### config.mk
export PLATFORM = sky130hd
export DESIGN_NAME = decimal_string_to_int_parser
export DESIGN_NICKNAME = d
export VERILOG_FILES = /design/src/dsi_pkg.sv /design/src/dsi_front.sv /design/src/dsi_fifo.sv /design/src/dsi_back.sv /design/src/decimal_string_to_int_parser.sv
export VERILOG_INCLUDE_DIRS = /design/src /design/src/src
export SDC_FILE = /design/constraint.sdc
export NUM_CORES = 1
export LEC_CHECK = 0
export BUFFER_PORTS_ARGS = -buffer_cell sky130_fd_sc_hd__buf_2
export CAP_MARGIN = 20
export CELL_PAD_IN_SITES_DETAIL_PLACEMENT = 1
export CELL_PAD_IN_SITES_GLOBAL_PLACEMENT = 2
export CORE_MARGIN = 3
export CORE_UTILIZATION = 42
export CTS_CLUSTER_DIAMETER = 150
export DETAILED_ROUTE_END_ITERATION = 8
export PLACE_DENSITY = 0.95
export RECOVER_POWER = 50
export SETUP_SLACK_MARGIN = 0.3
export SYNTH_ARGS = -nofsm -noshare
export SYNTH_HDL_FRONTEND = slang
export SYNTH_SLANG_ARGS = --single-unit
### constraint.sdc
create_clock -name clk -period 15.7 [get_ports clk]
set_input_delay 2.355 -clock clk [delete_from_list [all_inputs] [get_ports clk]]
set_output_delay 2.355 -clock clk [all_outputs]
set_load 0.005 [all_outputs]
### src/decimal_string_to_int_parser_macros.svh
// ----------------------------------------------------------------------------
// Assertion macros for the decimal string parser
// Shared concurrent check forms, clocked on clk and quiet during reset.
// ----------------------------------------------------------------------------
`ifndef DECIMAL_STRING_TO_INT_PARSER_MACROS_SVH
`define DECIMAL_STRING_TO_INT_PARSER_MACROS_SVH

// Consequent must hold in the same cycle as the antecedent
`define DSI_ASSERT_NOW(lbl, ante, cons, msg) \
  lbl: assert property (@(posedge clk) disable iff (!rst_n) (ante) |-> (cons)) \
    else $error(msg);

// Consequent must hold in the cycle after the antecedent
`define DSI_ASSERT_NEXT(lbl, ante, cons, msg) \
  lbl: assert property (@(posedge clk) disable iff (!rst_n) (ante) |=> (cons)) \
    else $error(msg);

`endif

### src/dsi_pkg.sv
// ----------------------------------------------------------------------------
// dsi_pkg
// Types and constants shared by the decimal string parser modules.
// ----------------------------------------------------------------------------
`default_nettype none

package dsi_pkg;

  // Default depth of the queue between classifier and accumulator
  localparam int DSI_FIFO_DEPTH = 4;

  // Character constants
  localparam logic [7:0] CH_UNDER = 8'h5F;
  localparam logic [7:0] CH_PLUS  = 8'h2B;
  localparam logic [7:0] CH_MINUS = 8'h2D;
  localparam logic [7:0] CH_ZERO  = 8'h30;
  localparam logic [7:0] CH_NINE  = 8'h39;
  localparam logic [7:0] CH_SPACE = 8'h20;
  localparam logic [7:0] CH_TAB   = 8'h09;
  localparam logic [7:0] CH_LF    = 8'h0A;
  localparam logic [7:0] CH_VT    = 8'h0B;
  localparam logic [7:0] CH_FF    = 8'h0C;
  localparam logic [7:0] CH_CR    = 8'h0D;

  // Character classes
  localparam logic [2:0] CLS_NONE  = 3'd0;
  localparam logic [2:0] CLS_SPACE = 3'd1;
  localparam logic [2:0] CLS_DIGIT = 3'd2;
  localparam logic [2:0] CLS_PLUS  = 3'd3;
  localparam logic [2:0] CLS_MINUS = 3'd4;
  localparam logic [2:0] CLS_UNDER = 3'd5;
  localparam logic [2:0] CLS_OTHER = 3'd6;

  // Input item
  typedef struct packed {
    logic [7:0] ch;
    logic       no_char;
    logic       last;
  } in_item_t;

  // Result item
  typedef struct packed {
    logic               ok;
    logic signed [63:0] value;
  } out_item_t;

  // Classified item handed from front to back
  typedef struct packed {
    logic [2:0] cls;
    logic [3:0] digit;
    logic       last;
  } cls_item_t;

endpackage

`default_nettype wire

### src/dsi_front.sv
// ----------------------------------------------------------------------------
// dsi_front
// Classifies each incoming byte into space, digit, sign, underscore or other; no_char items get none.
// ----------------------------------------------------------------------------
`default_nettype none

module dsi_front (
  input  dsi_pkg::in_item_t  in_item,
  output dsi_pkg::cls_item_t cls_item
);
  import dsi_pkg::*;

  logic is_space;
  logic is_digit;
  logic [7:0] dig_byte;

  // Recognize whitespace and decimal digits
  assign is_space = (in_item.ch == CH_SPACE) || (in_item.ch == CH_TAB) ||
                    (in_item.ch == CH_LF)    || (in_item.ch == CH_CR)  ||
                    (in_item.ch == CH_FF)    || (in_item.ch == CH_VT);
  assign is_digit = (in_item.ch >= CH_ZERO) && (in_item.ch <= CH_NINE);
  assign dig_byte = in_item.ch - CH_ZERO;

  // Pick the class; an item without a character carries none
  always_comb begin
    cls_item.last  = in_item.last;
    cls_item.digit = dig_byte[3:0];
    priority if (in_item.no_char) begin
      cls_item.cls = CLS_NONE;
    end else if (is_space) begin
      cls_item.cls = CLS_SPACE;
    end else if (is_digit) begin
      cls_item.cls = CLS_DIGIT;
    end else if (in_item.ch == CH_PLUS) begin
      cls_item.cls = CLS_PLUS;
    end else if (in_item.ch == CH_MINUS) begin
      cls_item.cls = CLS_MINUS;
    end else if (in_item.ch == CH_UNDER) begin
      cls_item.cls = CLS_UNDER;
    end else begin
      cls_item.cls = CLS_OTHER;
    end
  end

endmodule

`default_nettype wire

### src/dsi_fifo.sv
// ----------------------------------------------------------------------------
// dsi_fifo
// Short queue of classified items between the classifier and the accumulator.
// ----------------------------------------------------------------------------
`default_nettype none

module dsi_fifo #(
  parameter int DEPTH = dsi_pkg::DSI_FIFO_DEPTH
) (
  input  logic               clk,
  input  logic               rst_n,
  input  logic               push,
  input  dsi_pkg::cls_item_t wr_item,
  output logic               full,
  input  logic               pop,
  output dsi_pkg::cls_item_t rd_item,
  output logic               empty
);
  import dsi_pkg::*;

`include "decimal_string_to_int_parser_macros.svh"

  localparam int PW = (DEPTH > 1) ? $clog2(DEPTH) : 1;
  localparam int CW = $clog2(DEPTH + 1);

  cls_item_t         mem_r [DEPTH];
  logic [PW-1:0]     wr_ptr_r, wr_ptr_nxt;
  logic [PW-1:0]     rd_ptr_r, rd_ptr_nxt;
  logic [CW-1:0]     count_r, count_nxt;
  logic              wr_en;
  logic              rd_en;

  assign full    = (count_r == CW'(DEPTH));
  assign empty   = (count_r == '0);
  assign wr_en   = push && !full;
  assign rd_en   = pop && !empty;
  assign rd_item = mem_r[rd_ptr_r];

  // Advance pointers with wrap, track occupancy
  always_comb begin
    wr_ptr_nxt = wr_ptr_r;
    rd_ptr_nxt = rd_ptr_r;
    count_nxt  = count_r;
    if (wr_en) begin
      wr_ptr_nxt = (wr_ptr_r == PW'(DEPTH - 1)) ? '0 : wr_ptr_r + 1'b1;
    end
    if (rd_en) begin
      rd_ptr_nxt = (rd_ptr_r == PW'(DEPTH - 1)) ? '0 : rd_ptr_r + 1'b1;
    end
    if (wr_en && !rd_en) begin
      count_nxt = count_r + 1'b1;
    end else if (rd_en && !wr_en) begin
      count_nxt = count_r - 1'b1;
    end
  end

  always_ff @(posedge clk) begin
    if (!rst_n) begin
      wr_ptr_r <= '0;
      rd_ptr_r <= '0;
      count_r  <= '0;
    end else begin
      wr_ptr_r <= wr_ptr_nxt;
      rd_ptr_r <= rd_ptr_nxt;
      count_r  <= count_nxt;
    end
  end

  // Store entries
  always_ff @(posedge clk) begin
    if (wr_en) begin
      mem_r[wr_ptr_r] <= wr_item;
    end
  end

  `DSI_ASSERT_NOW(a_count_bound, 1'b1, count_r <= CW'(DEPTH), "queue count exceeds depth")
  `DSI_ASSERT_NEXT(a_count_up, wr_en && !rd_en, count_r == $past(count_r) + 1'b1, "queue count did not rise")
  `DSI_ASSERT_NEXT(a_count_hold, wr_en && rd_en, $stable(count_r), "queue count moved on write and read")

endmodule

`default_nettype wire

### src/dsi_back.sv
// ----------------------------------------------------------------------------
// dsi_back
// Runs the parse state machine, accumulates the magnitude, holds the result.
// ----------------------------------------------------------------------------
`default_nettype none

module dsi_back (
  input  logic                clk,
  input  logic                rst_n,
  input  dsi_pkg::cls_item_t  q_item,
  input  logic                q_empty,
  output logic                q_pop,
  output dsi_pkg::out_item_t  out_item,
  output logic                out_empty,
  input  logic                out_pop
);
  import dsi_pkg::*;

`include "decimal_string_to_int_parser_macros.svh"

  // Parse phases
  localparam logic [2:0] PH_LEAD  = 3'd0;
  localparam logic [2:0] PH_SIGN  = 3'd1;
  localparam logic [2:0] PH_DIGIT = 3'd2;
  localparam logic [2:0] PH_UNDER = 3'd3;
  localparam logic [2:0] PH_TRAIL = 3'd4;
  localparam logic [2:0] PH_FAIL  = 3'd5;

  logic [2:0]  phase_r, phase_nxt;
  logic        neg_r, neg_nxt;
  logic [62:0] mag_r, mag_nxt;
  logic        out_valid_r, out_valid_nxt;
  out_item_t   out_item_r, out_item_nxt;

  logic [66:0] mag_ext;
  logic [66:0] prod;
  logic        ovf;
  logic        take;
  logic        good;
  logic [63:0] mag_wide;

  // Take an item unless it closes a string while the result slot stays full
  assign take  = !q_empty && (!q_item.last || !out_valid_r || out_pop);
  assign q_pop = take;

  // Times ten plus digit, overflow past 2^63-1
  assign mag_ext = {4'b0, mag_r};
  assign prod    = (mag_ext << 3) + (mag_ext << 1) + {63'b0, q_item.digit};
  assign ovf     = |prod[66:63];

  // Step the phase for one character
  always_comb begin
    phase_nxt = phase_r;
    neg_nxt   = neg_r;
    mag_nxt   = mag_r;
    if (q_item.cls != CLS_NONE) begin
      unique case (phase_r)
        PH_LEAD: begin
          if (q_item.cls == CLS_SPACE) begin
            phase_nxt = PH_LEAD;
          end else if (q_item.cls == CLS_PLUS || q_item.cls == CLS_MINUS) begin
            neg_nxt   = (q_item.cls == CLS_MINUS);
            phase_nxt = PH_SIGN;
          end else if (q_item.cls == CLS_DIGIT) begin
            phase_nxt = ovf ? PH_FAIL : PH_DIGIT;
            mag_nxt   = ovf ? mag_r : prod[62:0];
          end else begin
            phase_nxt = PH_FAIL;
          end
        end
        PH_SIGN, PH_UNDER: begin
          if (q_item.cls == CLS_DIGIT) begin
            phase_nxt = ovf ? PH_FAIL : PH_DIGIT;
            mag_nxt   = ovf ? mag_r : prod[62:0];
          end else begin
            phase_nxt = PH_FAIL;
          end
        end
        PH_DIGIT: begin
          if (q_item.cls == CLS_DIGIT) begin
            phase_nxt = ovf ? PH_FAIL : PH_DIGIT;
            mag_nxt   = ovf ? mag_r : prod[62:0];
          end else if (q_item.cls == CLS_UNDER) begin
            phase_nxt = PH_UNDER;
          end else if (q_item.cls == CLS_SPACE) begin
            phase_nxt = PH_TRAIL;
          end else begin
            phase_nxt = PH_FAIL;
          end
        end
        PH_TRAIL: begin
          phase_nxt = (q_item.cls == CLS_SPACE) ? PH_TRAIL : PH_FAIL;
        end
        default: begin
          phase_nxt = PH_FAIL;
        end
      endcase
    end
  end

  // Form the result from the stepped state
  assign good     = (phase_nxt == PH_DIGIT) || (phase_nxt == PH_TRAIL);
  assign mag_wide = {1'b0, mag_nxt};

  always_comb begin
    out_item_nxt  = out_item_r;
    out_valid_nxt = out_valid_r && !out_pop;
    if (take && q_item.last) begin
      out_valid_nxt      = 1'b1;
      out_item_nxt.ok    = good;
      out_item_nxt.value = !good ? 64'sd0 :
                           (neg_nxt ? -$signed(mag_wide) : $signed(mag_wide));
    end
  end

  // State registers: clear after the closing item
  always_ff @(posedge clk) begin
    if (!rst_n) begin
      phase_r     <= PH_LEAD;
      neg_r       <= 1'b0;
      mag_r       <= '0;
      out_valid_r <= 1'b0;
    end else begin
      out_valid_r <= out_valid_nxt;
      if (take) begin
        if (q_item.last) begin
          phase_r <= PH_LEAD;
          neg_r   <= 1'b0;
          mag_r   <= '0;
        end else begin
          phase_r <= phase_nxt;
          neg_r   <= neg_nxt;
          mag_r   <= mag_nxt;
        end
      end
    end
  end

  // Hold the result payload
  always_ff @(posedge clk) begin
    out_item_r <= out_item_nxt;
  end

  assign out_item  = out_item_r;
  assign out_empty = !out_valid_r;

  `DSI_ASSERT_NOW(a_fail_zero, out_valid_r && !out_item_r.ok, out_item_r.value == 64'sd0, "failed result carries nonzero value")
  `DSI_ASSERT_NEXT(a_close_clears, take && q_item.last, phase_r == PH_LEAD && mag_r == '0 && !neg_r, "state not cleared after string end")
  `DSI_ASSERT_NOW(a_no_overwrite, take && q_item.last, !out_valid_r || out_pop, "result overwritten before pop")

endmodule

`default_nettype wire

### src/decimal_string_to_int_parser.sv
// ----------------------------------------------------------------------------
// decimal_string_to_int_parser
// Streams one byte per item and returns ok and a signed 64-bit value per string.
// ----------------------------------------------------------------------------
//   channel   ports                          item fields
//   input     in_push / in_full / in_item    ch, no_char, last
//   result    out_empty / out_pop / out_item ok, value
//
// One item per cycle sustained while a held result stalls no closing item; the
// accumulator step (times ten, add digit, overflow compare) sets that figure.
// A result appears on out_item the cycle after its closing item leaves the queue.
// Synchronous active-low reset clears the queue, the parse state and the result.
// A held result stalls only closing items; the queue keeps filling meanwhile.
// ----------------------------------------------------------------------------
`default_nettype none

module decimal_string_to_int_parser #(
  parameter int FIFO_DEPTH = dsi_pkg::DSI_FIFO_DEPTH
) (
  input  logic               clk,
  input  logic               rst_n,
  input  logic               in_push,
  output logic               in_full,
  input  dsi_pkg::in_item_t  in_item,
  output logic               out_empty,
  input  logic               out_pop,
  output dsi_pkg::out_item_t out_item
);
  import dsi_pkg::*;

  cls_item_t cls_in;
  cls_item_t cls_head;
  logic      q_empty;
  logic      q_pop;

  // Classify incoming bytes
  dsi_front u_front (
    .in_item  (in_item),
    .cls_item (cls_in)
  );

  // Decouple classifier from accumulator
  dsi_fifo #(
    .DEPTH (FIFO_DEPTH)
  ) u_fifo (
    .clk     (clk),
    .rst_n   (rst_n),
    .push    (in_push),
    .wr_item (cls_in),
    .full    (in_full),
    .pop     (q_pop),
    .rd_item (cls_head),
    .empty   (q_empty)
  );

  // Parse and hold results
  dsi_back u_back (
    .clk       (clk),
    .rst_n     (rst_n),
    .q_item    (cls_head),
    .q_empty   (q_empty),
    .q_pop     (q_pop),
    .out_item  (out_item),
    .out_empty (out_empty),
    .out_pop   (out_pop)
  );

endmodule

`default_nettype wire
* Word level (Yosys, flattened, before mapping)
Memory sizes are Yosys's and may differ from the RTL's. A register that Yosys moved wholly into a read port is not among the register bits. Index checks and enable logic that the tools add are counted. Widths: inputs -> output; s select.
Cells by class: $add $sub $neg 8, magnitude comparators 2, equal/unequal tests 23, muxes and demuxes 38, reductions and logical operators 32
Operators with widths (number):
- $mux 63 | 7
- $pmux 63 s2 | 1
- $add 66x64->67 | 1
- $add 67x4->67 | 1
- $neg 63->64 | 1
- $mux 3 | 15
- $eq 8x4->1 const B | 5
- $eq 8x6->1 const B | 3
- $eq 3x2->1 const B | 5
- $eq 3x3->1 const B | 5
- $pmux 3 s4 | 1
- $mux 2 | 5
- $logic_or 1x1->1 | 9
- $mux 1 | 9
- $eq 8x7->1 const B | 1
- $ge 8x6->1 const B | 1
- $le 8x6->1 const B | 1
- $logic_and 1x1->1 | 8
- $logic_not 1->1 | 7
- $eq 3x1->1 const B | 2
- $logic_not 3->1 | 2
- $add 2x1->2 const B | 2
- $eq 2x2->1 const B | 2
- $reduce_or 4->1 | 1
- other kinds (8) | 8
Storage, ports and cells: flip-flop bits (word level) 140, memory bits (writable) 32, input port bits 14, output and inout bits 67, logic and storage cells 114, memories 1
Memories:
- u_fifo.mem_r | words 4, width 8, rd ports 1, clocked after Yosys merged registers in 1, write ports 1, line dsi_fifo.sv:26 | cls_item_t mem_r [DEPTH];

* Depth between registers and ports, before layout
depth after elaboration 12, gate-level depth with buffers 25, gate-level depth less buffers 20

* By module
A second synthesis with hierarchy kept.
Second synthesis, totals: cell total of the unflattened synthesis 1739, area, all modules 14705.4 sq um
Modules (own cells, without submodules):
- dsi_back | instances 1, cells an instance 1611, area each 12842.3 sq um, seq. area each 3313.2 sq um
- dsi_fifo | instances 1, cells an instance 93, area each 1630.3 sq um, seq. area each 1141.1 sq um
- dsi_front | instances 1, cells an instance 35, area each 232.7 sq um, seq. area each 0.0 sq um

* Least setup slack after synthesis
Ideal clock, no wire load.
path kind register to register, from reg with a tool-made name, to reg u_back.out_item_r (netlist bit u_back.out_item[34]) (data pin), library setup time 262 ps, data arrival time 6168 ps, required time 15438 ps, path slack 9270 ps, cell stages (with the launch flop) 24, path buffers 4, clock period less this slack 6430 ps, cells stage by stage dfxtp_1 > buf_2 > mux4_2 > inv_1 > fa_1 > fa_1 > nor2b_1 > o2111ai_1 > a21boi_1 > o311ai_1 > a31oi_1 > and3_1 > o22ai_2 > nor4_1 > buf_2 > buf_2 > mux2i_1 > ha_1 > nand4_2 > or4_1 > clkbuf_1 > nor3_4 > a31oi_1 > mux2_1
RTL lines:
- to (signal assigned) | line dsi_back.sv:141 | out_item_r <= out_item_nxt;
- to (decl) | line dsi_back.sv:33 | out_item_t out_item_r, out_item_nxt;

==> impl_results.md <==
- Status: finished with violations
- Violated checks: max-capacitance violations, max-slew violations
- Vias/cell: 6.42
- FP Rows: 68
- Largest family of logic cells by synthesized area: simple AND/OR/NAND/NOR gates
- RePlAce Congestion: 0.981
- Skew final: 0.0161 ns
- DR vias: 14541
- WP data required: 15.89 ns
- Synth Warn #: 0
- Post-DP HPWL: 40.8 mm
- FMAX: 0.123 GHz
- Fraction of registers with async set/reset: 0%
- Post-CTS Setup Inserts: 0
- CTS root buffer: clkbuf_16
- Yosys top cell area share: 19.5%
- Fin. max-slew vios: 121
- Gr ovfl total: 0
- Syn_nets: 1930
- Max VDD drop: 249 µV
- Pleak: 6.30 nW
- Num CTS Buffers: 17
- Cts repair resizes: 0
- Layout Nets: 1947
- Crit Path Max Fanout: 30
- Die area: 0.0379 mm²
- Routed WL: 54.5 mm
- RSZ-0062 raised after global routing: no
- Vias in the first global route: 14762
- H-Tree Level Count: 4
- Initial antenna violation count: 0
- Mapped Area: 0.0149 mm²
- DRT iter0 DRCs: 1274
- Clock insertion delay at the later pin of the skew report: 0.45 ns
- Clock transition at the registers of the reported paths: 0.07 ns
- CP arrival: 8.34 ns
- Die height: 195 µm
- Die width: 195 µm
- Clock buffer depth: 2
- Critical path class: reg2reg
- Antenna Nets Post-Route: 0
- Synth Area in Compound Gates: 19.9%
- Simple-gate share of the synthesized area: 24.2%
- First-pass GRT wire length: 84.9 mm
- TritonCTS clock tree: built
- FF+latch count, synth: 174
- HP Class: reg2reg
- Area grow syn2layout: 8.23%
- DR WL/cell: 24.0 µm
- Proportion of layout cells with a drive suffix above 1: 7.23%
- Post-Synth XOR/XNOR Area: 4.51%
- Antenna diode count: 0
- Worst rel slew slack: -110%
- Top-count cell post-synth: nor2_1
- Initial core utilization: 42.9%
- Pin count of the biggest net entering global routing: 120
- PwrDens: 140 mW/mm²
- Synth Instances: 1781
- Main synth FF type: edfxtp_1
- Setup Total Neg Slack: 0 ns
- Max-Cap Viols: 2
- Adder-Cell Fraction of Synth Area: 11.5%
- Area leader, netlist: edfxtp_1
- Slew @ Worst Pin: 3.14 ns
- Drt first pass iters: 5
- Final period demand of the worst path: 8.15 ns
- Startpoint Class: flip-flop
- Most common library cells after synthesis: 154 x nor2_1, 146 x nand2_1, 132 x ha_1
- Area contributors post-synth: edfxtp_1 20%, ha_1 11%, dfxtp_1 10%
- Fin. Hold Viols: 0
- Unique masters post-synth: 90
- Place WS: 7.73 ns
- Final Cycle Share: 51.9%
- Final setup viols: 0
- DR DRC count: 0
- Total track usage: 28.1%
- Critical Path End Type: flip-flop
- Cts hold-fix bufs: 0
- Sequential share of the synthesized area: 29.8%
- CTS sink count: 174
- Core area: 0.0348 mm²
- Syn_area_per_cell: 8.39 µm²
- FILL cells: 4184
- Post-synthesis mux area share: 6.17%
- Port Buffers: 80
- EDFF count, synth: 97
- I/O pin count: 81
- Final worst setup slack: 7.55 ns
[registers in the layout (all words and copies together), names as in the netlist, named ones only]
name,flops
u_back.mag_r,63
u_back.neg_r,1
u_back.out_item,65
u_back.out_valid_r,1
u_back.phase_r,3
u_fifo.count_r,3
u_fifo.mem_r,32
u_fifo.rd_ptr_r,2
u_fifo.wr_ptr_r,2
[per-layer routing]
layer | vias up | wire [µm] | GRT usage [%]
li1 | 6652 | - | -
met2 | 532 | 24900 | 45.7
met4 | 0 | 1930 | 10.1
met1 | 7240 | 24000 | 38.2
met3 | 117 | 3690 | 4.30
met5 | - | 0 | 0
[cell families (layout without fill, tap and decap cells)]
kind of cell | Yosys count | in the layout
multiplexers | 81 | 81
adder cells (fa/ha/maj) | 135 | 135
flip-flops | 174 | 174
AND/OR/NAND/NOR | 708 | 708
XOR/XNOR | 77 | 77
buffers and inverters | 140 | 170
AO/OA/AOI/OAI | 466 | 466
[report_power, final]
part	internal, mW	leakage (nW)	total (mW)	switching [mW]
Sequential	0.604	1.55	0.664	0.0601
Clock	0.218	0.254	0.412	0.194
Combinational	0.323	4.51	1.18	0.860
[path summary, 6_finish.rpt]
kind / startpoint / endpoint / slack [ns] / depth (start not counted)
max: flip-flop / u_back.out_item[46] / 7.55 / 20
min: u_fifo.count_r[2] / u_fifo.count_r[2] / 0.53 / 2
max reg2reg: flip-flop / u_back.out_item[46] / 7.55 / 20
min reg2reg: u_fifo.count_r[2] / u_fifo.count_r[2] / 0.53 / 2
[area by class of cell]
type / count / area (µm²) / area share, %
inverters: 34 / 128 / 0.789
well taps: 455 / 569 / 3.52
flip-flops and latches: 174 / 4450 / 27.6
clock inverters: 14 / 120 / 0.743
clock buffers: 18 / 429 / 2.65
multi-input cells: 1467 / 9940 / 61.5
repair buffers: 104 / 527 / 3.26
[worst max-delay path, stage by stage (launching register included)]
cell and delay, ns:
dfxtp_1 0.67, mux4_2 0.58, inv_1 0.09, fa_1 0.47, fa_1 0.46, nor2b_1 0.23, o2111ai_1 0.19, a21boi_1 0.43
o311ai_1 0.23, a31oi_1 0.32, and3_1 0.22, o22ai_2 0.16, nor4_2 0.32, buf_4 0.54, mux2i_1 0.47, ha_1 0.31
nand4_2 0.20, or4_4 0.63, nor4_4 0.89, a31oi_1 0.27, mux2i_1 0.19
[placed cells by master (no fill, tap or decap), drive strengths merged, types with 51 or more instances in the layout]
cell type and instances:
and2 76, nand3 114, mux2i 64, ha 132, a21oi 116, edfxtp 97
nand2 146, buf 52, o21ai 134, dfxtp 77, nor3 51, nor2 155
clkbuf 70
[metrics by stage]
step	area [µm²]	hold WS (ns)	util, %	instances	power [mW]
final	16200	0.528	46.5	2266	2.26
after global routing	16200	0.567	46.5	2266	2.37
after CTS	16200	0.533	46.6	2264	2.25
after detailed placement	15700	0.522	45.0	2232	1.82
after global placement	15700	0.485	45.0	2232	1.79
after floorplan	14900	0.464	-	1781	1.40
Note: power is estimated with default switching activity, not from simulation.
